<file path="src/hw/rtl/per_flow_packet_stats_table_assert.svh">
// Assertion macros for the per-flow packet statistics table RTL.
`ifndef PER_FLOW_PACKET_STATS_TABLE_ASSERT_SVH
`define PER_FLOW_PACKET_STATS_TABLE_ASSERT_SVH

// Same-cycle implication, sampled on clk and disabled while rst_n is low.
`define FPST_ASSERT_IMPL(name, ante, cons) \
  name: assert property (@(posedge clk) disable iff (!rst_n) (ante) |-> (cons)) \
    else $error("fpst: same-cycle check failed");

// Next-cycle implication, sampled on clk and disabled while rst_n is low.
`define FPST_ASSERT_NEXT(name, ante, cons) \
  name: assert property (@(posedge clk) disable iff (!rst_n) (ante) |=> (cons)) \
    else $error("fpst: next-cycle check failed");

`endif

</file>
<file path="src/hw/rtl/fpst_pkg.sv">
// Types, constants and codes shared by the per-flow packet statistics table.
package fpst_pkg;

  localparam int unsigned TABLE_ENTRIES_DEF = 256;

  localparam int KEY_W    = 16;
  localparam int LEN_W    = 16;
  localparam int COUNT_W  = 64;
  localparam int PERIOD_W = 16;

  localparam logic [PERIOD_W-1:0] PERIOD_RESET = 16'd1000;

  // Configuration port: registers are 32 bits wide, one per word.
  localparam int CFG_DATA_W   = 32;
  localparam int CFG_ADDR_W   = 3;
  localparam int REG_IDX_LSB  = 2;
  localparam int REG_IDX_W    = CFG_ADDR_W - REG_IDX_LSB;
  localparam logic [REG_IDX_W-1:0] REG_REPORT_PERIOD = '0;

  // Remainder unit: bits of the dividend retired per cycle.
  localparam int MOD_DIGIT_W = 4;
  localparam int MOD_STEPS   = COUNT_W / MOD_DIGIT_W;

  typedef struct packed {
    logic [KEY_W-1:0]   user_key;
    logic [COUNT_W-1:0] arrival_time;
    logic [LEN_W-1:0]   packet_length;
  } in_item_t;

  typedef struct packed {
    logic [COUNT_W-1:0] report_packets;
    logic [COUNT_W-1:0] report_bytes;
    logic [COUNT_W-1:0] report_time;
  } out_item_t;

  typedef struct packed {
    logic             valid;
    logic [KEY_W-1:0] key;
  } key_word_t;

  typedef struct packed {
    logic [COUNT_W-1:0] packets;
    logic [COUNT_W-1:0] bytes;
    logic [COUNT_W-1:0] last_time;
  } entry_data_t;

  localparam int KEY_WORD_W   = $bits(key_word_t);
  localparam int ENTRY_DATA_W = $bits(entry_data_t);

  typedef struct packed {
    logic                start;
    logic [COUNT_W-1:0]  dividend;
    logic [PERIOD_W-1:0] divisor;
  } mod_req_t;

  typedef struct packed {
    logic done;
    logic rem_zero;
  } mod_rsp_t;

  typedef enum logic [2:0] {
    ST_CLEAR,
    ST_IDLE,
    ST_PROBE,
    ST_UPDATE,
    ST_CHECK,
    ST_EMIT
  } state_t;

endpackage

</file>
<file path="src/hw/rtl/fpst_mod_unit.sv">
// Iterative remainder unit: 64-bit count modulo a 16-bit period, four bits per cycle.
module fpst_mod_unit (
  input  logic               clk,
  input  logic               rst_n,
  input  fpst_pkg::mod_req_t mod_req,
  output fpst_pkg::mod_rsp_t mod_rsp
);
  import fpst_pkg::*;

  localparam int STEP_CNT_W = $clog2(MOD_STEPS);
  localparam logic [STEP_CNT_W-1:0] LAST_STEP = STEP_CNT_W'(MOD_STEPS - 1);

  logic                  busy_r;
  logic                  done_r;
  logic [STEP_CNT_W-1:0] cnt_r;
  logic [COUNT_W-1:0]    shift_r;
  logic [PERIOD_W-1:0]   rem_r;
  logic [PERIOD_W-1:0]   div_r;
  logic [PERIOD_W-1:0]   rem_nxt;

  // Restoring division over the top digit of the shift register; the
  // partial remainder always stays below the divisor.
  always_comb begin
    logic [PERIOD_W:0]   trial;
    logic [PERIOD_W-1:0] rem_v;
    rem_v = rem_r;
    for (int i = 0; i < MOD_DIGIT_W; i++) begin
      trial = {rem_v, shift_r[COUNT_W-1-i]};
      if (trial >= {1'b0, div_r}) begin
        trial = trial - {1'b0, div_r};
      end
      rem_v = trial[PERIOD_W-1:0];
    end
    rem_nxt = rem_v;
  end

  always_ff @(posedge clk) begin
    if (!rst_n) begin
      busy_r <= 1'b0;
      done_r <= 1'b0;
      cnt_r  <= '0;
    end else begin
      done_r <= 1'b0;
      if (mod_req.start) begin
        busy_r <= 1'b1;
        cnt_r  <= '0;
      end else if (busy_r) begin
        cnt_r <= cnt_r + 1'b1;
        if (cnt_r == LAST_STEP) begin
          busy_r <= 1'b0;
          done_r <= 1'b1;
        end
      end
    end
  end

  always_ff @(posedge clk) begin
    if (mod_req.start) begin
      shift_r <= mod_req.dividend;
      rem_r   <= '0;
      div_r   <= mod_req.divisor;
    end else if (busy_r) begin
      shift_r <= shift_r << MOD_DIGIT_W;
      rem_r   <= rem_nxt;
    end
  end

  assign mod_rsp.done     = done_r;
  assign mod_rsp.rem_zero = (rem_r == '0);

endmodule

</file>
<file path="config.mk">
export PLATFORM = sky130hd
export DESIGN_NAME = fpst_mod_unit
export DESIGN_NICKNAME = d
export VERILOG_FILES = /design/src/hw/rtl/per_flow_packet_stats_table_assert.svh /design/src/hw/rtl/fpst_pkg.sv /design/src/hw/rtl/fpst_mod_unit.sv
export SDC_FILE = /design/constraint.sdc
export NUM_CORES = 1
export LEC_CHECK = 0
export BUFFER_PORTS_ARGS = -buffer_cell sky130_fd_sc_hd__buf_2
export CAP_MARGIN = 25
export CELL_PAD_IN_SITES_DETAIL_PLACEMENT = 1
export CELL_PAD_IN_SITES_GLOBAL_PLACEMENT = 1
export CORE_ASPECT_RATIO = 1.5
export CORE_MARGIN = 2
export CORE_UTILIZATION = 35
export DETAILED_ROUTE_END_ITERATION = 12
export GPL_TIMING_DRIVEN = 0
export PLACE_DENSITY_LB_ADDON = 0.15
export SLEW_MARGIN = 20
export SYNTH_ARGS = -nofsm -noshare
export SYNTH_HDL_FRONTEND = slang
export SYNTH_SLANG_ARGS = --single-unit
</file>
<file path="constraint.sdc">
create_clock -name clk -period 9 [get_ports clk]
set_clock_uncertainty 0.05 [all_clocks]
set_input_delay 0.9 -clock clk [delete_from_list [all_inputs] [get_ports clk]]
set_output_delay 0.9 -clock clk [all_outputs]
set_load 0.03 [all_outputs]
</file>
==> impl_metrics.toml <==
[status]
status = "finished, violations left"
violations = "negative setup slack"

[clock_tree]
clk_path_buf_depth = 2
cts_root_buf = "clkbuf_16"
cts_buffers = 9
clock-sinks = 102
cts_tree = "built"
cts_hold_buffers = 0
ctsHtreeMaxLevel = 3
cts.clk_slew.worst_paths_ps = 70
clk_latency_ps = 340

[drt]
drcViolationCount = 0
ant_nets = 0
top_layer = "met4"
vias_per_cell = 5.63
firstDrtPassIters = 4
routed_wl_mm = 27.5
num_vias = 6959
wl_met2_mm = 15.5
wl_met3_um = 654
dr.first_iter.drc_count = 214
wl_met1_mm = 10.0
wl_per_cell_um = 22.2

[setup_path]
critPathArrivalTime_ps = 9490
criticalPathCategory = "flip-flop to flip-flop"
max_stage_delay_ps = 540
crit_top_cell = "ha_4"
critical_path.max_fanout = 7
cp-end-kind = "flip-flop"
reg2reg_depth = 43
critPathLaunchType = "flip-flop"
cp.required_ps = 9210
crit_slowest_cell = "or4_4"

[synth]
yosys.area.top_type = "edfxtp_1"
synth-async-reset-ratio = 0
synthesis.nets = 935
postSynthAreaPerCell_sq_um = 10.1
synth_edf_count = 80
postSynthCellCount = 783
ys_seq_area_frac = 0.359
yosysUniqueCellTypes = 66
synth_top_area_frac = 0.303
syn-cell-area_sq_um = 7920
ys_ff_latch = 102
yosysWarnings = 0
ys.flop_type = "edfxtp_1"
yosys-top-cells-area = "edfxtp_1, mux2_2, ha_1"

[die]
die_x_um = 127
coreArea_sq_um = 22300
num_rows = 67
dieArea_sq_um = 23900
boundaryPins = 85
initial_core_util = 0.355
die_h_um = 188

[finish]
final_design_area_no_fill_sq_um = 10600
post_route_cells_drive_above_1_share = 0.414
diodes = 0
layout.nets = 1108
area_growth_pct = 33.8

[grt]
grt_pass1_wl_mm = 41.9
grt_usage = 0.226
grt_max_degree = 36
gr-total-overflow = 0
grt_pass1_vias = 7797
antenna_found_initial = 0

[timing]
setup-violations-final = 16
finalSetupTns_ps = -2840
slew_viol_final = 0
slew_headroom = 0.567
rsz0062_at_grt = "true"
fin_crit_ps = 9270
tightest_slew_ps = 649
fin_ws_ps = -275
fin_crit_sh = 1.03
fmax_ghz = 0.108
hold_viol = 0
fin_worst_hold_slack_ps = 418

[placement]
dp_hpwl_mm = 20.4
portBuffers = 84
gp_congestion = 0.959
pre_cts_ws_ps = -2320
placed_cell_area_sq_um = 8750

[worst_hold_path]
holdPathStages = 2
hold_class = "flip-flop to flip-flop"

[run]
maxCapViolations = 0
[state kept, by name (all words and copies together) (netlist names)]
name and flops:
done_r 1, busy_r 1, rem_r 16, cnt_r 4
shift_r 64, div_r 16
[kinds of logic after synthesis]
| kind of cell | after synthesis | synth area share |
|---|---|---|
| AO/OA/AOI/OAI | 200 | 0.171 |
| flip-flops | 102 | 0.359 |
| XOR/XNOR | 39 | 0.0431 |
| buffers and inverters | 73 | 0.0387 |
| adder cells (fa/ha/maj) | 69 | 0.113 |
| multiplexers | 108 | 0.151 |
| AND/OR/NAND/NOR | 192 | 0.124 |
[layout make-up]
| type | count | area [sq um] |
|---|---|---|
| plain buffers | 22 | 168 |
| clock buffers | 12 | 236 |
| clock inverters | 4 | 25.0 |
| fillers | 2441 | 11700 |
| inverters | 48 | 205 |
| multi-input cells | 608 | 5680 |
| flip-flops and latches | 102 | 2850 |
| well taps | 276 | 345 |
| repair buffers | 165 | 1090 |
[placed cells by master, fill, tap and decap left out, types with 12 or more instances in the layout]
master,count
a211oi_1,13
a21o_1,17
a21oi_1,36
buf_2,84
buf_4,74
clkbuf_1,12
dfxtp_1,20
edfxtp_1,80
ha_1,28
ha_4,34
inv_1,31
mux2_2,77
mux2i_1,16
nand2_1,27
nand4_1,13
nor2_1,57
nor2b_1,13
nor3_1,13
o21a_1,18
o21ai_0,21
xnor2_1,24
xor2_1,15
[metrics by stage]
step / utilization / std cells
floorplan: - / 783
global placement: 0.391 / 1143
detailed placement: 0.392 / 1144
CTS: 0.450 / 1199
global route: 0.475 / 1237
finish: 0.475 / 1237
[cells in the mapped netlist (5+ instances only)]
library cell / count
mux2_2: 82
edfxtp_1: 80
ha_1: 65
nor2_1: 58
a21oi_1: 49
inv_1: 48
o21ai_0: 35
nand2_1: 29
mux2i_1: 24
xnor2_1: 24
dfxtp_1: 22
nor3_1: 19
a211oi_1: 18
o21a_1: 18
a21o_1: 17
nor2b_1: 16
xor2_1: 15
nand4_1: 13
clkbuf_1: 11
nand3_1: 11
nand2b_1: 10
nor4_1: 10
a31oi_1: 8
o31a_1: 7
and2_1: 6
buf_2: 5
o221ai_1: 5
o31ai_1: 5
[path summary, 6_finish.rpt]
path	start	to	slack [ps]
setup reg to reg	shift_r[63]	rem_r[13]	-270
hold reg to reg	cnt_r[3]	done_r	420
hold / removal	cnt_r[3]	done_r	420
setup / recovery	shift_r[63]	rem_r[13]	-270
[per-layer routing]
layer	GRT usage	vias to the layer above
li1	-	3304
met2	0.451	139
met3	0.0264	57
met5	0	-
met4	0.116	0
met1	0.223	3459
[critical path: cells and delay by family (launching register included)]
kind                       cells  cell delay (ps)
AOI/OAI and AO/OA             16             3560
adders and majority gates      4             1010
buffers and inverters          8             1090
DFF                            1              420
muxes                          4              930
and+or+nand+nor               11             2090
[repair_timing]
item	CTS	global route
cloned	1	0
setup buffers	41	38
gates resized for setup	138	63
pin swaps	39	52
endpoints found under the setup margin	16	16
Power is left out: the tool's default activity adds up to more than one toggle a clock period on the data nets, which glitch-free logic cannot reach.
